### src/tcs_pkg.sv
// shared types and constants of the two-phase conductivity sequencer
// no dependencies; used by tcs_div, tcs_map and the top level
package tcs_pkg;

    // measurement phase as shown on the result word
    typedef enum logic [2:0] {
        PH_IDLE  = 3'd0,
        PH_WAIT  = 3'd1,
        PH_CHECK = 3'd2,
        PH_POS   = 3'd3,
        PH_NEG   = 3'd4
    } phase_t;

    // configuration register indexes
    typedef enum logic [1:0] {
        REG_PASS_COUNT = 2'd0,
        REG_WAIT_TICKS = 2'd1
    } cfg_index_t;

    localparam int CFG_ADDR_W  = 2;
    localparam int CFG_DATA_W  = 16;
    localparam int PASS_CNT_W  = 10;
    localparam int TICK_W      = 16;
    localparam int ADC_FIELD_W = 12;
    localparam int RATIO_W     = 16;
    localparam int COND_W      = 15;
    localparam int COEF_W      = 13;
    localparam int S_DATA_W    = 16;
    localparam int M_DATA_W    = 24;

    localparam logic [PASS_CNT_W-1:0] PASS_COUNT_RST = 10'd64;
    localparam logic [TICK_W-1:0]     WAIT_TICKS_RST = 16'd10000;
    localparam logic [TICK_W-1:0]     TICK_MAX       = 16'hFFFF;

    // ratio is 10 * pos / neg in unsigned q8.8
    localparam logic [RATIO_W-1:0] RATIO_TEN = 16'd2560;
    localparam logic [RATIO_W-1:0] RATIO_SAT = 16'hFFFF;

    // piecewise map thresholds (q8.8)
    localparam logic [RATIO_W-1:0] THR_UPPER_LO = 16'd1103;
    localparam logic [RATIO_W-1:0] THR_TOP      = 16'd4352;
    localparam logic [RATIO_W-1:0] THR_BOTTOM   = 16'd717;
    localparam logic [RATIO_W-1:0] THR_LOWER_HI = 16'd1101;

    // segment slopes (q1.12) and offsets (q3.12)
    localparam logic [COEF_W-1:0] COEF_UPPER = 13'd205;
    localparam logic [COND_W-1:0] BASE_UPPER = 15'd3564;
    localparam logic [COEF_W-1:0] COEF_LOWER = 13'd5038;
    localparam logic [COND_W-1:0] BASE_LOWER = 15'd24740;
    localparam logic [COND_W-1:0] COND_MAX   = 15'd20480;

    typedef struct packed {
        logic               done;
        logic               none;
        logic [RATIO_W-1:0] ratio;
    } div_res_t;

    typedef struct packed {
        logic              done;
        logic              keep;
        logic [COND_W-1:0] value;
    } map_res_t;

endpackage

### src/tcs_div.sv
// bit-serial restoring divider forming the saturated q8.8 ratio 2560*pos/neg
// one quotient bit per cycle; depends on tcs_pkg
module tcs_div #(
    parameter int SUM_W = 22
) (
    input  logic                aclk,
    input  logic                aresetn,
    input  logic                start,
    input  logic [SUM_W-1:0]    pos_sum,
    input  logic [SUM_W-1:0]    neg_sum,
    output tcs_pkg::div_res_t   res
);
    import tcs_pkg::*;

    localparam int P5_W = SUM_W + 3;
    localparam int HI_W = SUM_W - 4;

    typedef enum logic [0:0] {D_IDLE, D_RUN} dstate_t;

    dstate_t            state_reg;
    logic [3:0]         cnt_reg;
    logic [SUM_W-1:0]   rem_reg;
    logic [SUM_W-1:0]   den_reg;
    logic [15:0]        lo_reg;
    logic [RATIO_W-1:0] q_reg;
    div_res_t           res_reg;

    logic [P5_W-1:0]    pos5;
    logic [HI_W-1:0]    num_hi;
    logic [15:0]        num_lo;
    logic [SUM_W:0]     trial;
    logic [SUM_W:0]     diff;
    logic               fits;
    logic [SUM_W-1:0]   rem_next;

    // 2560*pos = (5*pos) << 9; upper part seeds the remainder
    assign pos5   = P5_W'({pos_sum, 2'b00}) + P5_W'(pos_sum);
    assign num_hi = pos5[P5_W-1:7];
    assign num_lo = {pos5[6:0], 9'd0};

    assign trial    = {rem_reg, lo_reg[15]};
    assign diff     = trial - {1'b0, den_reg};
    assign fits     = trial >= {1'b0, den_reg};
    assign rem_next = fits ? diff[SUM_W-1:0] : trial[SUM_W-1:0];

    always_ff @(posedge aclk) begin
        if (!aresetn) begin
            state_reg    <= D_IDLE;
            res_reg.done <= 1'b0;
        end else begin
            res_reg.done <= 1'b0;
            unique case (state_reg)
                D_IDLE: begin
                    if (start) begin
                        if (pos_sum == '0 && neg_sum == '0) begin
                            res_reg.done  <= 1'b1;
                            res_reg.none  <= 1'b1;
                            res_reg.ratio <= '0;
                        end else if (neg_sum == '0) begin
                            res_reg.done  <= 1'b1;
                            res_reg.none  <= 1'b0;
                            res_reg.ratio <= RATIO_TEN;
                        end else if ({4'd0, num_hi} >= neg_sum) begin
                            // quotient would not fit in 16 bits
                            res_reg.done  <= 1'b1;
                            res_reg.none  <= 1'b0;
                            res_reg.ratio <= RATIO_SAT;
                        end else begin
                            rem_reg   <= {4'd0, num_hi};
                            lo_reg    <= num_lo;
                            den_reg   <= neg_sum;
                            q_reg     <= '0;
                            cnt_reg   <= '0;
                            state_reg <= D_RUN;
                        end
                    end
                end
                D_RUN: begin
                    rem_reg <= rem_next;
                    lo_reg  <= {lo_reg[14:0], 1'b0};
                    q_reg   <= {q_reg[RATIO_W-2:0], fits};
                    cnt_reg <= cnt_reg + 4'd1;
                    if (cnt_reg == 4'd15) begin
                        res_reg.done  <= 1'b1;
                        res_reg.none  <= 1'b0;
                        res_reg.ratio <= {q_reg[RATIO_W-2:0], fits};
                        state_reg     <= D_IDLE;
                    end
                end
                default: state_reg <= D_IDLE;
            endcase
        end
    end

    assign res = res_reg;

endmodule

### src/tcs_map.sv
// piecewise-linear map of the q8.8 ratio to q3.12 conductivity
// slope product by a shift-add multiplier, one ratio bit per cycle; depends on tcs_pkg
module tcs_map (
    input  logic              aclk,
    input  logic              aresetn,
    input  tcs_pkg::div_res_t div_res,
    output tcs_pkg::map_res_t res
);
    import tcs_pkg::*;

    localparam int ACC_W = COEF_W + RATIO_W;

    typedef enum logic [1:0] {M_IDLE, M_MUL, M_SUB} mstate_t;

    mstate_t            state_reg;
    logic [3:0]         cnt_reg;
    logic [COEF_W-1:0]  coef_reg;
    logic [COND_W-1:0]  base_reg;
    logic [RATIO_W-1:0] mr_reg;
    logic [ACC_W-1:0]   acc_reg;
    map_res_t           res_reg;

    logic [RATIO_W-1:0] r;
    logic [ACC_W:0]     acc_sum;
    logic [ACC_W:0]     rnd;
    logic [ACC_W-8:0]   scaled;

    assign r       = div_res.ratio;
    assign acc_sum = {1'b0, acc_reg} + (mr_reg[0] ? {1'b0, coef_reg, 16'd0} : '0);
    assign rnd     = {1'b0, acc_reg} + (ACC_W+1)'(128);
    assign scaled  = rnd[ACC_W:8];

    always_ff @(posedge aclk) begin
        if (!aresetn) begin
            state_reg    <= M_IDLE;
            res_reg.done <= 1'b0;
        end else begin
            res_reg.done <= 1'b0;
            unique case (state_reg)
                M_IDLE: begin
                    if (div_res.done) begin
                        if (div_res.none) begin
                            res_reg.done <= 1'b1;
                            res_reg.keep <= 1'b1;
                        end else if (r > THR_UPPER_LO && r < THR_TOP) begin
                            coef_reg  <= COEF_UPPER;
                            base_reg  <= BASE_UPPER;
                            mr_reg    <= r;
                            acc_reg   <= '0;
                            cnt_reg   <= '0;
                            state_reg <= M_MUL;
                        end else if (r > THR_BOTTOM && r < THR_LOWER_HI) begin
                            coef_reg  <= COEF_LOWER;
                            base_reg  <= BASE_LOWER;
                            mr_reg    <= r;
                            acc_reg   <= '0;
                            cnt_reg   <= '0;
                            state_reg <= M_MUL;
                        end else if (r >= THR_TOP) begin
                            res_reg.done  <= 1'b1;
                            res_reg.keep  <= 1'b0;
                            res_reg.value <= COND_MAX;
                        end else if (r <= THR_BOTTOM) begin
                            res_reg.done  <= 1'b1;
                            res_reg.keep  <= 1'b0;
                            res_reg.value <= '0;
                        end else begin
                            // ratio between the two segments
                            res_reg.done <= 1'b1;
                            res_reg.keep <= 1'b1;
                        end
                    end
                end
                M_MUL: begin
                    acc_reg <= acc_sum[ACC_W:1];
                    mr_reg  <= {1'b0, mr_reg[RATIO_W-1:1]};
                    cnt_reg <= cnt_reg + 4'd1;
                    if (cnt_reg == 4'd15) begin
                        state_reg <= M_SUB;
                    end
                end
                M_SUB: begin
                    res_reg.done <= 1'b1;
                    res_reg.keep <= 1'b0;
                    if (scaled >= (ACC_W-7)'(base_reg)) begin
                        res_reg.value <= '0;
                    end else begin
                        res_reg.value <= base_reg - scaled[COND_W-1:0];
                    end
                    state_reg <= M_IDLE;
                end
                default: state_reg <= M_IDLE;
            endcase
        end
    end

    assign res = res_reg;

endmodule

### src/two_phase_conductivity_sequencer.sv
// Two-phase conductivity measurement sequencer. Every input word gives exactly one
// result word. A word that does not end a measurement has its result word registered
// and offered in the next cycle; the next word is taken once the output is free.
// The word that ends a measurement runs the end-of-measurement arithmetic first: a
// bit-serial divider, after a load step, forms the q8.8 ratio, then a shift-add
// multiplier, after a decode step and followed by a subtract step, maps it to q3.12
// conductivity before its result is offered. Only the multiplier runs when the
// negative sum is zero, only the divider when the ratio lands on a flat segment or in
// the gap between the segments, and neither when both sums are zero or the ratio
// saturates. The input side is held off until that result word has been put out.
// Configuration registers: 0 pass_count (reset 64), 1 wait_ticks (reset 10000);
// write them only while no word is in flight.
// Depends on tcs_pkg, tcs_div and tcs_map.
module two_phase_conductivity_sequencer #(
    parameter int ADC_BITS   = 12,
    parameter int MAX_PASSES = 1023
) (
    input  logic                              aclk,
    input  logic                              aresetn,
    // ms_tick [0], peer_busy [1], adc_sample [13:2]
    input  logic [tcs_pkg::S_DATA_W-1:0]      s_tdata,
    input  logic                              s_tvalid,
    output logic                              s_tready,
    // electrode_a [0], electrode_b [1], electrodes_enabled [2], phase [5:3],
    // conductivity [20:6]
    output logic [tcs_pkg::M_DATA_W-1:0]      m_tdata,
    output logic                              m_tlast,
    output logic                              m_tvalid,
    input  logic                              m_tready,
    input  logic                              cfg_wr_en,
    input  logic [tcs_pkg::CFG_ADDR_W-1:0]    cfg_addr,
    input  logic [tcs_pkg::CFG_DATA_W-1:0]    cfg_wdata
);
    import tcs_pkg::*;

    localparam int SAMPLE_W = (ADC_BITS < ADC_FIELD_W) ? ADC_BITS : ADC_FIELD_W;
    localparam int CNT_W    = $clog2(MAX_PASSES + 1);
    localparam int SUM_W    = SAMPLE_W + CNT_W;
    localparam int LIM_W    = (CNT_W > PASS_CNT_W) ? CNT_W : PASS_CNT_W;

    typedef enum logic [1:0] {ST_IN, ST_CALC, ST_EMIT} state_t;

    state_t                state_reg,      state_next;
    logic [PASS_CNT_W-1:0] pass_count_reg;
    logic [TICK_W-1:0]     wait_ticks_reg;
    phase_t                phase_reg,      phase_next;
    logic [TICK_W-1:0]     tick_reg,       tick_next;
    logic [CNT_W-1:0]      passes_reg,     passes_next;
    logic [SUM_W-1:0]      pos_reg,        pos_next;
    logic [SUM_W-1:0]      neg_reg,        neg_next;
    logic [COND_W-1:0]     cond_reg,       cond_next;
    logic                  drive_a_reg,    drive_a_next;
    logic                  drive_b_reg,    drive_b_next;
    logic                  pins_reg,       pins_next;
    logic                  m_tvalid_reg,   m_tvalid_next;
    logic [M_DATA_W-1:0]   m_data_reg,     m_data_next;
    logic                  m_last_reg,     m_last_next;

    logic                  ms_tick;
    logic                  peer_busy;
    logic [SAMPLE_W-1:0]   sample;
    logic                  s_accept;
    logic                  out_free;
    logic                  finish;
    logic [TICK_W-1:0]     tick_inc;
    logic [LIM_W-1:0]      limit;
    logic                  more_passes;
    div_res_t              div_res;
    map_res_t              map_res;

    function automatic logic [M_DATA_W-1:0] pack_word(
        input logic              a,
        input logic              b,
        input logic              en,
        input phase_t            ph,
        input logic [COND_W-1:0] cond
    );
        return M_DATA_W'({cond, ph, en, b, a});
    endfunction

    assign ms_tick   = s_tdata[0];
    assign peer_busy = s_tdata[1];
    assign sample    = s_tdata[2 +: SAMPLE_W];

    assign out_free = !m_tvalid_reg || m_tready;
    assign s_tready = (state_reg == ST_IN) && out_free;
    assign s_accept = s_tvalid && s_tready;

    assign tick_inc = (ms_tick && tick_reg != TICK_MAX) ? tick_reg + 1'b1 : tick_reg;
    assign limit    = (LIM_W'(pass_count_reg) < LIM_W'(MAX_PASSES)) ?
                      LIM_W'(pass_count_reg) : LIM_W'(MAX_PASSES);
    assign more_passes = LIM_W'(passes_reg) < limit;

    always_comb begin
        state_next   = state_reg;
        phase_next   = phase_reg;
        tick_next    = tick_reg;
        passes_next  = passes_reg;
        pos_next     = pos_reg;
        neg_next     = neg_reg;
        cond_next    = cond_reg;
        drive_a_next = drive_a_reg;
        drive_b_next = drive_b_reg;
        pins_next    = pins_reg;
        finish       = 1'b0;

        if (s_accept) begin
            unique case (phase_reg)
                PH_WAIT: begin
                    tick_next = tick_inc;
                    if (tick_inc >= wait_ticks_reg) begin
                        pins_next   = 1'b1;
                        pos_next    = '0;
                        neg_next    = '0;
                        passes_next = '0;
                        phase_next  = PH_CHECK;
                    end
                end
                PH_CHECK: begin
                    drive_a_next = 1'b0;
                    if (more_passes) begin
                        drive_b_next = 1'b1;
                        phase_next   = PH_POS;
                    end else begin
                        drive_b_next = 1'b0;
                        phase_next   = PH_IDLE;
                        finish       = 1'b1;
                    end
                end
                PH_POS: begin
                    pos_next     = pos_reg + SUM_W'(sample);
                    drive_a_next = 1'b1;
                    drive_b_next = 1'b0;
                    phase_next   = PH_NEG;
                end
                PH_NEG: begin
                    neg_next     = neg_reg + SUM_W'(sample);
                    drive_a_next = 1'b0;
                    pins_next    = 1'b1;
                    passes_next  = passes_reg + 1'b1;
                    phase_next   = PH_CHECK;
                end
                default: begin
                    if (!peer_busy) begin
                        tick_next  = '0;
                        phase_next = PH_WAIT;
                    end else begin
                        phase_next = PH_IDLE;
                    end
                end
            endcase
        end

        // output word: plain items go out at once, a finishing item after the math
        m_data_next   = m_data_reg;
        m_last_next   = m_last_reg;
        m_tvalid_next = m_tready ? 1'b0 : m_tvalid_reg;
        unique case (state_reg)
            ST_IN: begin
                if (s_accept) begin
                    if (finish) begin
                        state_next = ST_CALC;
                    end else begin
                        m_data_next   = pack_word(drive_a_next, drive_b_next, pins_next,
                                                  phase_next, cond_reg);
                        m_last_next   = 1'b0;
                        m_tvalid_next = 1'b1;
                    end
                end
            end
            ST_CALC: begin
                if (map_res.done) begin
                    if (!map_res.keep) begin
                        cond_next = map_res.value;
                    end
                    state_next = ST_EMIT;
                end
            end
            ST_EMIT: begin
                if (out_free) begin
                    m_data_next   = pack_word(drive_a_reg, drive_b_reg, pins_reg,
                                              phase_reg, cond_reg);
                    m_last_next   = 1'b1;
                    m_tvalid_next = 1'b1;
                    state_next    = ST_IN;
                end
            end
            default: state_next = ST_IN;
        endcase
    end

    always_ff @(posedge aclk) begin
        if (!aresetn) begin
            state_reg      <= ST_IN;
            pass_count_reg <= PASS_COUNT_RST;
            wait_ticks_reg <= WAIT_TICKS_RST;
            phase_reg      <= PH_IDLE;
            tick_reg       <= '0;
            passes_reg     <= '0;
            pos_reg        <= '0;
            neg_reg        <= '0;
            cond_reg       <= '0;
            drive_a_reg    <= 1'b0;
            drive_b_reg    <= 1'b0;
            pins_reg       <= 1'b0;
            m_tvalid_reg   <= 1'b0;
        end else begin
            state_reg    <= state_next;
            phase_reg    <= phase_next;
            tick_reg     <= tick_next;
            passes_reg   <= passes_next;
            pos_reg      <= pos_next;
            neg_reg      <= neg_next;
            cond_reg     <= cond_next;
            drive_a_reg  <= drive_a_next;
            drive_b_reg  <= drive_b_next;
            pins_reg     <= pins_next;
            m_tvalid_reg <= m_tvalid_next;
            if (cfg_wr_en) begin
                if (cfg_addr == REG_PASS_COUNT) begin
                    pass_count_reg <= cfg_wdata[PASS_CNT_W-1:0];
                end else if (cfg_addr == REG_WAIT_TICKS) begin
                    wait_ticks_reg <= cfg_wdata[TICK_W-1:0];
                end
            end
        end
        m_data_reg <= m_data_next;
        m_last_reg <= m_last_next;
    end

    tcs_div #(
        .SUM_W (SUM_W)
    ) u_div (
        .aclk    (aclk),
        .aresetn (aresetn),
        .start   (s_accept && finish),
        .pos_sum (pos_reg),
        .neg_sum (neg_reg),
        .res     (div_res)
    );

    tcs_map u_map (
        .aclk    (aclk),
        .aresetn (aresetn),
        .div_res (div_res),
        .res     (map_res)
    );

    assign m_tdata  = m_data_reg;
    assign m_tlast  = m_last_reg;
    assign m_tvalid = m_tvalid_reg;

`ifndef SYNTHESIS
    a_div_only_in_calc: assert property (@(posedge aclk) disable iff (!aresetn)
        div_res.done |-> state_reg == ST_CALC)
        else $error("divider finished outside a calculation");

    a_map_only_in_calc: assert property (@(posedge aclk) disable iff (!aresetn)
        map_res.done |-> state_reg == ST_CALC)
        else $error("mapper finished outside a calculation");

    a_finish_enters_calc: assert property (@(posedge aclk) disable iff (!aresetn)
        (s_accept && finish) |=> (state_reg == ST_CALC && phase_reg == PH_IDLE))
        else $error("finishing word did not start the calculation");

    a_last_word_idle: assert property (@(posedge aclk) disable iff (!aresetn)
        (m_tvalid && m_tlast) |-> (m_tdata[5:3] == PH_IDLE && m_tdata[1:0] == 2'b00))
        else $error("measurement end word not idle with electrodes low");

    a_pos_drive: assert property (@(posedge aclk) disable iff (!aresetn)
        (phase_reg == PH_POS) |-> (!drive_a_reg && drive_b_reg && pins_reg))
        else $error("positive phase with wrong electrode drive");

    a_passes_bound: assert property (@(posedge aclk) disable iff (!aresetn)
        LIM_W'(passes_reg) <= LIM_W'(MAX_PASSES))
        else $error("pass counter beyond its limit");
`endif

endmodule
### config.mk
export PLATFORM = sky130hd
export DESIGN_NAME = two_phase_conductivity_sequencer
export DESIGN_NICKNAME = d
export VERILOG_FILES = /design/src/tcs_pkg.sv /design/src/tcs_div.sv /design/src/tcs_map.sv /design/src/two_phase_conductivity_sequencer.sv
export SDC_FILE = /design/constraint.sdc
export NUM_CORES = 1
export LEC_CHECK = 0
export ABC_AREA = 1
export ABC_CLOCK_PERIOD_IN_PS = 8590
export BUFFER_PORTS_ARGS = -buffer_cell sky130_fd_sc_hd__buf_2
export CAP_MARGIN = 20
export CORE_UTILIZATION = 60
export CTS_BUF_LIST = sky130_fd_sc_hd__clkbuf_16
export DETAILED_ROUTE_END_ITERATION = 12
export PLACE_DENSITY_LB_ADDON = 0.05
export SLEW_MARGIN = 20
export SYNTH_ARGS = -nofsm -noshare
export SYNTH_HDL_FRONTEND = slang
export SYNTH_SLANG_ARGS = --single-unit
export TNS_END_PERCENT = 5
### constraint.sdc
create_clock -name aclk -period 8.59 [get_ports aclk]
set_clock_uncertainty 0.05 [all_clocks]
set_input_delay 0.4295 -clock aclk [delete_from_list [all_inputs] [get_ports aclk]]
set_output_delay 0.4295 -clock aclk [all_outputs]
set_load 0.03 [all_outputs]
Word-level counts from Yosys, hierarchy flattened

Index checks and enable logic that the tools add are counted.

Word-level logic and storage cells: 246
Input port bits: 39
Bits in registers: 325
Output and inout port bits: 27

Reduce and logical (&&, ||, !) cells: 38
Add/subtract/negate cells: 11
Mux-type cells: 110
Bitwise logic cells: 8
Equality and inequality tests: 34
Order comparisons: 12

Operators by type and width:

| kind                  | count |
|---|---|
| $mux 16               | 11 |
| $mux 29               | 5 |
| $mux 22               | 6 |
| $pmux 22 s2           | 3 |
| $mux 15               | 8 |
| $pmux 16 s2           | 3 |
| $mux 18               | 5 |
| $mux 24               | 3 |
| $pmux 29 s2           | 1 |
| $mux 17               | 3 |
| $pmux 24 s2           | 1 |
| $add 22x12->22        | 2 |
| $logic_not 22->1      | 2 |
| $pmux 18 s2           | 1 |
| $pmux 17 s2           | 1 |
| $mux 4                | 8 |
| $add 29x30->30        | 1 |
| $add 29x8->30 const B | 1 |
| $pmux 15 s2           | 1 |
| $ne 2x2->1 const B    | 13 |
| $add 24x22->25        | 1 |
| $ge 23x22->1          | 1 |
| $ge 18x22->1          | 1 |
| $ge 22x15->1          | 1 |
| 50 further kinds      | 130 |

Longest topological paths before layout

Gate-level depths: netlist of run 1.

Depth after elaboration: 10
Depth in mapped cells: 25
Gate-level depth less buffers: 24

Hierarchy

From an unflattened synthesis of run 1, not the netlist that was laid out.

Cell total of the unflattened synthesis: 2798
Area total of the unflattened synthesis: 20248.2 um^2

Modules (own cells, without submodules):

| module                           | sequential area each (um^2) | cells each | area an instance (um^2) | times used |
|---|---|---|---|---|
| two_phase_conductivity_sequencer | 3062.9                      | 1204       | 8266.7                  | 1 |
| tcs_div                          | 2652.5                      | 1001       | 7315.8                  | 1 |
| tcs_map                          | 1861.8                      | 593        | 4665.7                  | 1 |

Worst setup path after synthesis of run 1

No wires, ideal clock.

Kind: reg-to-reg
From: register pos_reg[0]
To: register u_div.cnt_reg[0] (enable)
Data required time: 8.134 ns
Cell stages (with the launch flop): 21
Arrival: 3.940 ns
Period minus slack after synthesis: 4.396 ns
Library setup time: 0.406 ns
Path buffers: 0
Slack: 4.194 ns
Cells stage by stage: dfxtp_1 ha_1 fa_1 nand3_1 nand2_1 nand2_1 nand2_1 a21oi_1 o21bai_1 nand2_1 nand3_1 and2_1 ha_1 nand2_1 nor2_1 a21boi_0 o21ai_0 nand4_1 nor2_1 nand3_1 nand2_1

Longest elaborated chain between the ends: 4

RTL lines:

| element                                                   | line                                    | text |
|---|---|---|
| from (decl)                                               | two_phase_conductivity_sequencer.sv:49  | `logic [SUM_W-1:0] pos_reg, pos_next;` |
| from (signal assigned)                                    | two_phase_conductivity_sequencer.sv:212 | `pos_reg <= pos_next;` |
| $add 24x22->25 / $logic_not 22->1 (equally long branches) | tcs_div.sv:37, tcs_div.sv:55            |  |
| $ge 18x22->1 / $logic_and 1x1->1 (equally long branches)  | tcs_div.sv:63, tcs_div.sv:55            |  |
| $ne 2x2->1 (no line)                                      | n/a                                     |  |
| $reduce_and 5->1 (no line) *                              | n/a                                     |  |
| to (signal assigned)                                      | tcs_div.sv:82                           | `cnt_reg <= cnt_reg + 4'd1;` |
| to (decl)                                                 | tcs_div.sv:21                           | `logic [3:0] cnt_reg;` |

Mark *: on every way between the ends. The rest lies on a longest branch, timed or not.
A chain may end at the register's enable or synchronous reset.

Worst setup path after layout of run 1

From: register pos_reg[2]
To: register u_div.den_reg[10] (enable)

Longest elaborated chain between the ends: 4

RTL lines:

| element                                                   | line                         | text |
|---|---|---|
| $add 24x22->25 / $logic_not 22->1 (equally long branches) | tcs_div.sv:37, tcs_div.sv:55 |  |
| $ge 18x22->1 / $logic_and 1x1->1 (equally long branches)  | tcs_div.sv:63, tcs_div.sv:55 |  |
| $not 1->1 (no line)                                       | n/a                          |  |
| $reduce_and 6->1 (no line) *                              | n/a                          |  |
| to (signal assigned)                                      | tcs_div.sv:71                | `den_reg <= neg_sum;` |
| to (decl)                                                 | tcs_div.sv:23                | `logic [SUM_W-1:0] den_reg;` |

Marks and branches as above.

==> impl_metrics.csv, run 1 <==
group,metric,value,unit
cts,postCtsSetupRepairBufs,0,
power_and_ir_drop,pwr-share-clk,46.4,%
timing,tcrit_tclk_final,56.67,%
critical_path,timing.critical_path.slowest_stage_cell,"sky130_fd_sc_hd__nor2_2",
final_layout,multi_input_area,9669,um^2
cts,clock_path_buffers,3,
timing,timing.final.crit_period,4.868,ns
place,numPortBuffers,60,
timing,max_freq,205.4,MHz
detailed_routing,number_of_nets_still_failing_antenna_checks_after_routing,0,
floorplanning,die_h,178.4,um
floorplanning,io-pin-count,66,
cts,clockRootBuffer,"sky130_fd_sc_hd__clkbuf_16",
detailed_routing,detail_route.drc_violations,0,
power_and_ir_drop,finalPower,3080,uW
floorplanning,dieArea,31840,um^2
final_layout,antenna_cells,0,
detailed_routing,routed_wirelength,45130,um
final_layout,drive_above_1_share,6.993,%
cts,htree_levels,2,
power_and_ir_drop,share_comb_of_total_power,4.9,%
synth,synth_area_per_cell,7.616,um^2
final_layout,finish.net_count,2687,
power_and_ir_drop,net-switching-power,705.7,uW
power_and_ir_drop,cellInternalPower,2375,uW
critical_path,cp_common_cell,"sky130_fd_sc_hd__nand2_1",
worst_hold_path,hold_path.startpoint,"cfg_wdata[10]",
detailed_routing,drt-pass1-iter-count,6,
final_layout,fillers,2606,
timing,setup_violations,0,
timing,holdWs,0.1020,ns
cts,cts_tree,"built",
timing,fin_tns_setup,0,ns
critical_path,crit_path_start,"pos_reg[2]",
timing,final-hold-violation-count,0,
synth,synthArstFlopShare,0,%
synth,synth-seq-area-share,40.57,%
detailed_routing,drt_first_iter_violations,1284,
final_layout,final_area,20410,um^2
floorplanning,row_count,64,
cts,tritoncts_num_sinks,294,
detailed_routing,routed-via-count,16440,
global_route,grt_pass1_vias,15236,
global_route,wire_length_of_the_first_global_routing_pass,73070,um
final_layout,final-seq-area,7577,um^2
floorplanning,coreArea,30590,um^2
place,place_congestion,0.9060,
critical_path,worstPathBufferInverterCount,1,
outcome,status,"finished clean",
flow_run,drv_cap,0,
power_and_ir_drop,power_per_cell_area,150.9,nW/um^2
timing,slew_viol_final,0,
cts,post_cts_hold_buffer_count,0,
global_route,grt.total_usage,28.57,%
synth,synth_flop_cell,"sky130_fd_sc_hd__edfxtp_1",
critical_path,timing.critical_path.required,8.66,ns
floorplanning,initial_utilization,61.05,%
synth,ys_seq_elements,294,
global_route,globalRoute.totalOverflow,0,
worst_hold_path,hold_path.class,"in -> reg",
power_and_ir_drop,p_sw_share,22.91,%
critical_path,timing.critical_path.slowest_cell_delay,0.84,ns
cts,clkLatencyLatePin,0.52,ns
floorplanning,die_w,178.4,um
cts,cts_resized,0,
critical_path,worstPathMaxFanout,22,
final_layout,areaGrowthSynthToFinish,9.292,%
detailed_routing,avgRoutedWirePerCell,15.42,um
synth,synth_edf_count,169,
critical_path,crit_family,"simple AND/OR/NAND/NOR gates",
timing,slew-limit-headroom,30.40,%
synth,synthesis.instances,2452,
critical_path,crit_path_cell_trace,"ha_1 > fa_1 > nand3_1 > nand2_1 > nand2_1 > nand2_1 > a21boi_0 > o21bai_1 > xor2_1 > ha_1 > nand2_1 > inv_1 > o21ai_0 > a21boi_0 > o21ai_0 > nand4_1 > nor2_1 > nand3_1 > nor2_2",
global_route,antenna_violations_before_repair,0,
cts,cts_made_buffers,34,
power_and_ir_drop,worst_ir_drop_vdd,0.1556,mV
critical_path,critical_path.endpoint_type,"register",
critical_path,cp-start-kind,"register",
timing,rsz0062_at_grt,"false",
power_and_ir_drop,p_seq_share,48.7,%
critical_path,regToRegSetupSlack,3.72,ns
power_and_ir_drop,leakage_power,0.009329,uW
synth,synthDistinctLibCells,51,
synth,yosysWarnings,0,
critical_path,reg2reg_from,"pos_reg[2]",
place,placed_area,19300,um^2
detailed_routing,routed_via_density,5.617,
critical_path,setup_crit_path_kind,"reg -> reg",
synth,netlist_area,18680,um^2
critical_path,crit_arrival,4.93,ns
place,dp_hpwl,33480,um
global_route,grt_start_max_net_pins,63,
cts,clk_transition_reported_paths,0.06,ns
timing,timing_worst_slew_pin_value,1.043,ns
-- path summary, 6_finish.rpt --
path	endpoint	depth (start not counted)
worst min-delay path	wait_ticks_reg[10]	3
worst min register to register	m_tdata[6]	0
worst max register to register	u_div.den_reg[10]	19
worst max-delay path	u_div.den_reg[10]	19
-- per-layer routing --
layer / share of wire [%] / routed length [um] / vias to the layer above / global-route usage, %
li1: - / - / 8298 / -
met5: 0 / 0 / - / 0
met1: 47 / 21110 / 7546 / 39.69
met2: 44 / 19750 / 525 / 45.80
met3: 7.1 / 3198 / 71 / 4.518
met4: 2.4 / 1075 / 0 / 8.263
-- power by group through the flow --
| stage | Sequential, uW | Combinational, uW | Clock (uW) |
|---|---|---|---|
| 6_report | 1500 | 152 | 1430 |
| 5_1_grt | 1500 | 169 | 1510 |
| 4_1_cts | 1500 | 150 | 1450 |
| 3_5_place_dp | 1530 | 149 | 0 |
| 3_3_place_gp | 1530 | 146 | 0 |
| 2_1_floorplan | 1540 | 92.9 | 0 |
-- cells in the mapped netlist (7+ instances only) --
| library cell | count | area share [%] |
|---|---|---|
| sky130_fd_sc_hd__a21oi_1 | 210 | 5.6 |
| sky130_fd_sc_hd__dfxtp_1 | 125 | 13 |
| sky130_fd_sc_hd__o21bai_1 | 10 | 0.40 |
| sky130_fd_sc_hd__o21a_1 | 7 | 0.28 |
| sky130_fd_sc_hd__clkbuf_1 | 34 | 0.68 |
| sky130_fd_sc_hd__a31oi_1 | 7 | 0.23 |
| sky130_fd_sc_hd__inv_1 | 306 | 6.2 |
| sky130_fd_sc_hd__nor2_2 | 12 | 0.40 |
| sky130_fd_sc_hd__or2_2 | 9 | 0.30 |
| sky130_fd_sc_hd__buf_2 | 11 | 0.29 |
| sky130_fd_sc_hd__nand3b_1 | 8 | 0.32 |
| sky130_fd_sc_hd__nand3_1 | 127 | 3.4 |
| sky130_fd_sc_hd__o211ai_1 | 26 | 1.0 |
| sky130_fd_sc_hd__ha_1 | 138 | 9.2 |
| sky130_fd_sc_hd__xnor2_1 | 22 | 1.0 |
| sky130_fd_sc_hd__nor2_1 | 240 | 4.8 |
| sky130_fd_sc_hd__nand2_1 | 614 | 12 |
| sky130_fd_sc_hd__nand4_1 | 34 | 1.1 |
| sky130_fd_sc_hd__xor2_1 | 39 | 1.8 |
| sky130_fd_sc_hd__nor3_1 | 43 | 1.2 |
| sky130_fd_sc_hd__inv_2 | 7 | 0.14 |
| sky130_fd_sc_hd__nor4_1 | 19 | 0.64 |
| sky130_fd_sc_hd__edfxtp_1 | 169 | 27 |
| sky130_fd_sc_hd__o21ai_0 | 161 | 4.3 |
-- worst reg2reg max path: cells and delay by family (launching register included) --
family / cells / cell delay, ns
AO/OA/AOI/OAI: 5 / 0.89
XOR/XNOR: 1 / 0.21
buffers and inverters: 1 / 0.05
adder cells (fa/ha/maj): 3 / 0.96
flip-flops: 1 / 0.39
AND/OR/NAND/NOR: 9 / 1.89
-- cell type report --
| class | count | area share, % |
|---|---|---|
| Sequential cell | 294 | 37.12 |
| Tap cell | 396 | 2.428 |
| Multi-Input combinational cell | 1790 | 47.37 |
| Inverter | 314 | 5.775 |
| Clock buffer | 35 | 4.291 |
| Timing Repair Buffer | 71 | 1.894 |
| Clock inverter | 27 | 1.116 |
-- layout by cell type, fill, tap and decap left out, types with 3 or more instances in the layout --
master / count
sky130_fd_sc_hd__nor2_4: 5
sky130_fd_sc_hd__o21ai_0: 161
sky130_fd_sc_hd__xor2_1: 39
sky130_fd_sc_hd__a21o_1: 6
sky130_fd_sc_hd__inv_2: 7
sky130_fd_sc_hd__xnor2_1: 22
sky130_fd_sc_hd__edfxtp_1: 169
sky130_fd_sc_hd__nor4_1: 18
sky130_fd_sc_hd__ha_1: 138
sky130_fd_sc_hd__a31oi_1: 7
sky130_fd_sc_hd__nor3_1: 43
sky130_fd_sc_hd__nor2_1: 239
sky130_fd_sc_hd__dfxtp_1: 125
sky130_fd_sc_hd__nand2_1: 613
sky130_fd_sc_hd__buf_2: 60
sky130_fd_sc_hd__or2_2: 9
sky130_fd_sc_hd__o21ai_1: 5
sky130_fd_sc_hd__a21oi_1: 210
sky130_fd_sc_hd__nor2_2: 13
sky130_fd_sc_hd__clkinv_1: 6
sky130_fd_sc_hd__nand2_2: 7
sky130_fd_sc_hd__nand3_1: 127
sky130_fd_sc_hd__inv_1: 311
sky130_fd_sc_hd__bufinv_16: 3
sky130_fd_sc_hd__fa_1: 5
sky130_fd_sc_hd__buf_4: 10
sky130_fd_sc_hd__nand4_1: 34
sky130_fd_sc_hd__o211ai_1: 26
sky130_fd_sc_hd__o21a_1: 7
sky130_fd_sc_hd__inv_6: 3
sky130_fd_sc_hd__clkinv_2: 7
sky130_fd_sc_hd__a21boi_0: 5
sky130_fd_sc_hd__clkbuf_16: 35
sky130_fd_sc_hd__nand3b_1: 8
sky130_fd_sc_hd__o21bai_1: 10
sky130_fd_sc_hd__o31ai_1: 4
sky130_fd_sc_hd__o2111ai_1: 3
sky130_fd_sc_hd__a211oi_2: 4
sky130_fd_sc_hd__conb_1: 3
-- logic make-up (layout without fill, tap and decap cells) --
group	Yosys count	count (layout)	synth area share [%]
and+or+nand+nor	1130	1130	25.73
buffers and inverters	370	447	7.752
xor gates and xnor gates	61	61	2.861
other	1	3	0.02008
adders and majority gates	143	143	9.782
AOI/OAI and AO/OA	453	453	13.28
DFF	294	294	40.57
-- through the flow --
stage | instances | setup slack, ns | util (%)
finish | 2927 | 3.722 | 66.73
global placement | 2864 | 3.946 | 63.08
CTS | 2926 | 3.801 | 66.69
floorplan | 2454 | 4.194 | -
global route | 2927 | 3.365 | 66.73
detailed placement | 2864 | 3.829 | 63.08
(Power assumes the default switching activity.)
==> inputs of run 2 (changes only) <==
Settings changed: ABC_AREA 1 to 0, ABC_CLOCK_PERIOD_IN_PS 8590 to 4400, CORE_UTILIZATION 60 to 57.
Clock period 8.59 ns to 4.4 ns, I/O delays scaled along.
==> impl_metrics.csv, run 2 <==
group,metric,value,unit
outcome,status,"complete, but fails checks",
outcome,failed_checks,"setup timing",
global_route,wire_length_of_the_first_global_routing_pass,68580,um
floorplanning,row_count,64,
synth,synthDistinctLibCells,92,
timing,setup_violations,70,
global_route,antenna_violations_before_repair,0,
floorplanning,dieArea,31820,um^2
detailed_routing,routed-via-count,14413,
timing,holdWs,0.02624,ns
detailed_routing,detail_route.drc_violations,0,
floorplanning,io-pin-count,66,
floorplanning,die_h,178.4,um
synth,synthDominantAreaCellType,"sky130_fd_sc_hd__edfxtp_1",
synth,synth_flop_cell,"sky130_fd_sc_hd__edfxtp_1",
final_layout,fin_util,67.20,%
floorplanning,coreArea,30590,um^2
final_layout,stdcell_count,2450,
timing,finalWorstSetupSlack,-0.06722,ns
synth,complex_gate_fraction_of_the_synthesized_area,15.96,%
global_route,grt_start_max_net_pins,56,
synth,largest_family_of_logic_cells_by_synthesized_area,"simple AND/OR/NAND/NOR gates",
cts,cts_tree,"built",
timing,max_freq,223.9,MHz
detailed_routing,drt-pass1-iter-count,5,
global_route,globalRoute.totalOverflow,0,
flow_run,drv_cap,0,
synth,post_synth_fa_ha_maj_area_fraction,10.30,%
synth,synth-xor-area-share,4.544,%
place,place_inst,2355,
final_layout,layout_commonest_cell,"sky130_fd_sc_hd__nand2_1",
synth,synth_top_area_share,28.62,%
power_and_ir_drop,power_per_cell_area,296.5,nW/um^2
synth,synth-seq-area-share,42.74,%
synth,synth_top_cells_by_count,"sky130_fd_sc_hd__nand2_1, sky130_fd_sc_hd__edfxtp_1, sky130_fd_sc_hd__ha_1, sky130_fd_sc_hd__nor2_1, sky130_fd_sc_hd__a21oi_1",
place,numPortBuffers,60,
critical_path,worstPathMaxFanout,12,
cts,htree_levels,2,
worst_hold_path,hold_path.class,"in -> reg",
detailed_routing,number_of_nets_still_failing_antenna_checks_after_routing,0,
synth,synth_mux_area_share,1.701,%
power_and_ir_drop,leakage_power,0.008497,uW
final_layout,drive_above_1_share,13.19,%
critical_path,cp-start-kind,"register",
worst_hold_path,min_delay_worst_endpoint,"m_tvalid",
final_layout,finish.net_count,2211,
cts,clockRootBuffer,"sky130_fd_sc_hd__clkbuf_16",
cts,clkLatencyLatePin,0.52,ns
floorplanning,initial_utilization,57.96,%
final_layout,areaGrowthSynthToFinish,15.93,%
timing,rsz0062_at_grt,"true",
worst_hold_path,hold_path.startpoint,"m_tready",
synth,yosysWarnings,0,
synth,synth_edf_count,169,
global_route,grt.total_usage,26.98,%
synth,synthesis.instances,1895,
cts,tritoncts_num_sinks,294,
detailed_routing,routed_via_density,5.883,
synth,most_frequently_used_cell_type_in_the_post_synthesis_netlist,"sky130_fd_sc_hd__nand2_1",
critical_path,crit-reg2reg-capture,"u_div.q_reg[4]",
critical_path,reg2reg_from,"pos_reg[2]",
critical_path,timing.critical_path.required,4.57,ns
timing,slew_viol_final,0,
critical_path,setup_crit_path_kind,"reg -> reg",
synth,synth_simple_gate_area_share,20.44,%
synth,ys_seq_elements,294,
power_and_ir_drop,worst_ir_drop_vdd,0.2936,mV
cts,clock_path_buffers,3,
timing,timing_worst_slew_pin_value,0.8994,ns
global_route,grt_pass1_vias,13815,
critical_path,critical_path.endpoint_type,"register",
detailed_routing,avgRoutedWirePerCell,17.45,um
critical_path,crit_arrival,4.64,ns
place,dp_hpwl,30700,um
worst_hold_path,hold_path_depth,4,
detailed_routing,routed_wirelength,42750,um
final_layout,layout.cells.most_common_list,"sky130_fd_sc_hd__nand2_1, sky130_fd_sc_hd__edfxtp_1, sky130_fd_sc_hd__nor2_1, sky130_fd_sc_hd__ha_1, sky130_fd_sc_hd__a21oi_1",
cts,cts_made_buffers,34,
timing,tcrit_tclk_final,101.5,%
cts,clk_transition_reported_paths,0.06,ns
place,placement.setup.worst_slack,-0.05383,ns
timing,final-hold-violation-count,0,
critical_path,reg2reg_depth,20,
critical_path,regToRegSetupSlack,-0.07,ns
final_layout,fillers,2492,
final_layout,antenna_cells,0,
power_and_ir_drop,finalPower,6095,uW
timing,timing.final.crit_period,4.467,ns
synth,synth_top_cells_by_area,"sky130_fd_sc_hd__edfxtp_1, sky130_fd_sc_hd__dfxtp_1, sky130_fd_sc_hd__ha_1, sky130_fd_sc_hd__nand2_1, sky130_fd_sc_hd__a21oi_1",
synth,synth_area_per_cell,9.357,um^2
synth,synthArstFlopShare,0,%
place,place_congestion,0.8841,
detailed_routing,drt_first_iter_violations,927,
timing,slew-limit-headroom,39.78,%
synth,netlist_area,17730,um^2
floorplanning,die_w,178.4,um
==> run 2: what timing repair did <==
item	4_1_cts	5_1_grt
buffers inserted	7	6
cloned	2	1
pin swaps	6	7
endpoints found under the hold margin	27	0
hold buffers	17	0
gates resized for setup	10	12
setup endpoints to repair	90	96
==> run 2: power by group <==
part	total [uW]	internal, uW	leakage (uW)	switching [uW]
clock network	2960	1810	0.000595	1150
registers	2910	2900	0.00259	8.26
logic	224	78.9	0.00531	145
==> run 2: per-stage QoR <==
stage          cell area [um^2]  TNS (ns)
2_1_floorplan             17810    -23.28
3_3_place_gp              18920   -0.2136
3_5_place_dp              18920    -2.736
4_1_cts                   20420    -1.005
5_1_grt                   20550    -22.15
6_report                  20550    -2.628
==> run 2: area by class of cell <==
class | instances | area (um^2) | area share, %
clock buffer | 35 | 875.8 | 4.261
tap | 396 | 495.5 | 2.411
inverter | 115 | 432.9 | 2.106
timing repair buffer | 168 | 1321 | 6.428
sequential | 294 | 7590 | 36.92
clock inverter | 26 | 297.8 | 1.449
multi-input combinational | 1416 | 9542 | 46.42
==> run 2: worst max-delay path by stage <==
stage,endpoint,startpoint
floorplan,u_div.cnt_reg[0],pos_reg[2]
global placement,u_div.lo_reg[10],pos_reg[2]
detailed placement,u_div.lo_reg[10],pos_reg[2]
CTS,u_div.rem_reg[17],pos_reg[2]
global route,u_div.q_reg[5],pos_reg[2]
finish,u_div.q_reg[4],pos_reg[2]
==> run 2: worst max-delay path, cell delays in order (launching register included) <==
cell and delay (ns):
sky130_fd_sc_hd__dfxtp_4 0.36, sky130_fd_sc_hd__ha_4 0.17, sky130_fd_sc_hd__fa_2 0.36, sky130_fd_sc_hd__a211oi_2 0.27, sky130_fd_sc_hd__o211a_1 0.24, sky130_fd_sc_hd__o31ai_4 0.08, sky130_fd_sc_hd__a311oi_2 0.28, sky130_fd_sc_hd__o21bai_1 0.11
sky130_fd_sc_hd__xnor2_1 0.24, sky130_fd_sc_hd__ha_1 0.29, sky130_fd_sc_hd__and4_4 0.16, sky130_fd_sc_hd__a221oi_2 0.23, sky130_fd_sc_hd__a21boi_2 0.19, sky130_fd_sc_hd__o21ai_1 0.06, sky130_fd_sc_hd__a31oi_1 0.22, sky130_fd_sc_hd__nor2b_2 0.22
sky130_fd_sc_hd__nand2b_1 0.12, sky130_fd_sc_hd__a21oi_4 0.16, sky130_fd_sc_hd__buf_4 0.13, sky130_fd_sc_hd__buf_6 0.11, sky130_fd_sc_hd__buf_12 0.14
==> run 2: layer usage <==
layer	vias to the layer above	wire, um	global-route usage (%)	part of all wire (%)
met5	-	0	0	0
met4	0	1099	8.051	2.6
met3	70	1925	3.367	4.5
met2	346	19890	44.54	47
met1	6875	19840	36.93	46
li1	7122	-	-	-
==> run 2: kinds of logic after synthesis <==
group | count (synthesis)
xor+xnor | 92
fa+ha+maj | 143
compound gates | 429
flops | 294
buf+inv | 187
mux | 29
other cells | 1
simple gates | 720
==> inputs of run 3 (changes only) <==
==> constraint.sdc (replaced) <==
create_clock -name aclk -period 4.4 [get_ports aclk]
set_clock_uncertainty 0.05 [all_clocks]
set_input_delay 0.44 -clock aclk [delete_from_list [all_inputs] [get_ports aclk]]
set_output_delay 0.44 -clock aclk [all_outputs]
set_load 0.03 [all_outputs]
==> impl_metrics.csv, run 3 (synthesized netlist as in run 2, its figures left out) <==
group,metric,value,unit
timing,final-hold-violation-count,0,
critical_path,reg2reg_from,"pos_reg[2]",
worst_hold_path,hold_path.startpoint,"cfg_wdata[14]",
power_and_ir_drop,p_seq_share,49.1,%
critical_path,timing.critical_path.required,4.58,ns
critical_path,worstPathMaxFanout,5,
critical_path,reg2reg_depth,19,
flow_run,drv_cap,0,
power_and_ir_drop,net-switching-power,1312,uW
final_layout,finish.net_count,2196,
timing,setup_violations,35,
floorplanning,die_h,178.4,um
timing,fin_tns_setup,-2.644,ns
timing,timing_worst_slew_pin_value,0.9108,ns
critical_path,setup_crit_path_kind,"reg -> reg",
floorplanning,dieArea,31820,um^2
worst_hold_path,hold_path.class,"in -> reg",
outcome,failed_checks,"setup timing",
final_layout,antenna_cells,0,
power_and_ir_drop,cellInternalPower,4603,uW
cts,clkLatencyLatePin,0.52,ns
timing,slew-limit-headroom,39.08,%
power_and_ir_drop,power_per_cell_area,290.8,nW/um^2
final_layout,layout.cells.most_common_list,"sky130_fd_sc_hd__nand2_1, sky130_fd_sc_hd__edfxtp_1, sky130_fd_sc_hd__nor2_1, sky130_fd_sc_hd__ha_1, sky130_fd_sc_hd__a21oi_1",
cts,post_cts_hold_buffer_count,0,
detailed_routing,routed_via_density,5.832,
detailed_routing,avgRoutedWirePerCell,17.03,um
floorplanning,initial_utilization,57.96,%
floorplanning,row_count,64,
cts,htree_levels,2,
global_route,grt.total_usage,26.44,%
critical_path,critical_path.endpoint_type,"register",
cts,tritoncts_num_sinks,294,
power_and_ir_drop,worst_ir_drop_vdd,0.2364,mV
final_layout,fin_util,66.49,%
timing,slew_viol_final,0,
power_and_ir_drop,share_comb_of_total_power,3.5,%
place,place_congestion,0.8796,
global_route,wire_length_of_the_first_global_routing_pass,67100,um
outcome,status,"complete, but fails checks",
cts,clk_transition_reported_paths,0.06,ns
timing,max_freq,222.0,MHz
cts,clock_path_buffers,3,
global_route,globalRoute.totalOverflow,0,
critical_path,crit_arrival,4.69,ns
detailed_routing,drt-pass1-iter-count,7,
detailed_routing,routed-via-count,14207,
floorplanning,io-pin-count,66,
power_and_ir_drop,pwr-share-clk,47.4,%
critical_path,crit_path_cell_trace,"ha_4 > fa_2 > a211oi_2 > o211a_1 > o31ai_4 > a311oi_2 > o21bai_1 > xnor2_1 > ha_1 > and4_4 > a221oi_2 > a21boi_2 > o21ai_1 > a31oi_1 > nor2b_4 > nand2b_4 > a21oi_4 > buf_12 > clkbuf_16",
global_route,antenna_violations_before_repair,0,
global_route,grt_start_max_net_pins,71,
critical_path,crit_path_start,"pos_reg[2]",
timing,timing.final.crit_period,4.504,ns
detailed_routing,detail_route.drc_violations,0,
detailed_routing,number_of_nets_still_failing_antenna_checks_after_routing,0,
global_route,grt_pass1_vias,13205,
final_layout,layout_commonest_cell,"sky130_fd_sc_hd__nand2_1",
floorplanning,die_w,178.4,um
final_layout,areaGrowthSynthToFinish,14.71,%
critical_path,timing.critical_path.slowest_cell_delay,0.37,ns
timing,tcrit_tclk_final,102.4,%
detailed_routing,routed_wirelength,41500,um
place,dp_hpwl,29940,um
power_and_ir_drop,leakage_power,0.008400,uW
timing,rsz0062_at_grt,"true",
final_layout,drive_above_1_share,13.28,%
place,numPortBuffers,60,
critical_path,timing.critical_path.slowest_stage_cell,"sky130_fd_sc_hd__fa_2",
cts,cts_tree,"built",
floorplanning,coreArea,30590,um^2
power_and_ir_drop,p_sw_share,22.18,%
critical_path,cp-start-kind,"register",
detailed_routing,drt_first_iter_violations,881,
worst_hold_path,hold_path_depth,3,
cts,cts_made_buffers,34,
timing,finalWorstSetupSlack,-0.1040,ns
cts,clockRootBuffer,"sky130_fd_sc_hd__clkbuf_16",
[run 3: cell types whose count changed in the layout (fill, tap and decap cells not counted), sizes merged]
cell         before  now
inv             121  120
clkbuf           36   37
bufinv            6    3
buf             150  151
clkinvlp          1    3
dlygate4sd3      17    0
clkinv           13   16
[run 3: power groups by stage]
stage	combinational (uW)	sequential (uW)	clock, uW
detailed placement	202	2970	0
finish	205	2910	2800
global route	224	2910	2940
CTS	203	2910	2850
global placement	198	2970	0
floorplan	110	2980	0
[run 3: worst max-delay path: cells and delay by family (launching register included)]
family / cells / cell delay (ns)
simple gates: 3 / 0.48
compound gates: 10 / 1.93
xor+xnor: 1 / 0.23
buf+inv: 2 / 0.34
fa+ha+maj: 3 / 0.82
flops: 1 / 0.36
[run 3: worst paths after layout]
path	endpoint	slack [ns]
worst max register to register	u_div.rem_reg[8]	-0.10
worst min-delay path	wait_ticks_reg[14]	0.11
worst max-delay path	u_div.rem_reg[8]	-0.10
worst min register to register	m_tdata[19]	0.38
[run 3: metal layers]
metal / track usage [%] / vias up / part of all wire [%]
met1: 38.47 / 6701 / 48
met2: 41.54 / 347 / 45
li1: - / 7098 / -
met4: 7.980 / 0 / 2.1
met5: 0 / - / 0
met3: 2.472 / 61 / 4.8
[run 3: timing repair]
action,4_1_cts,5_1_grt
cloned,3,2
buffers inserted,6,3
pin swaps,8,11
endpoints found under the setup margin,87,111
resized for setup,12,7
[run 3: final cells by class]
type                       count  area (um^2)
clock buffer                  35        875.8
clock inverter                27        232.7
fill                        2549        10250
inverter                     115        432.9
multi-input combinational   1416         9544
sequential                   294         7587
tap                          396        495.5
timing repair buffer         153         1171
[run 3: per-stage QoR]
step | total power, uW | hold WS (ns) | setup slack, ns | area, um^2 | cells
2_1_floorplan | 3095 | 0.3581 | -0.3358 | 17810 | 1897
3_3_place_gp | 3164 | 0.3659 | -0.02061 | 18950 | 2360
3_5_place_dp | 3168 | 0.3678 | -0.09143 | 18950 | 2360
4_1_cts | 5956 | 0.09162 | -0.06915 | 20240 | 2431
5_1_grt | 6076 | 0.1226 | -0.3210 | 20340 | 2436
6_report | 5915 | 0.1108 | -0.1040 | 20340 | 2436
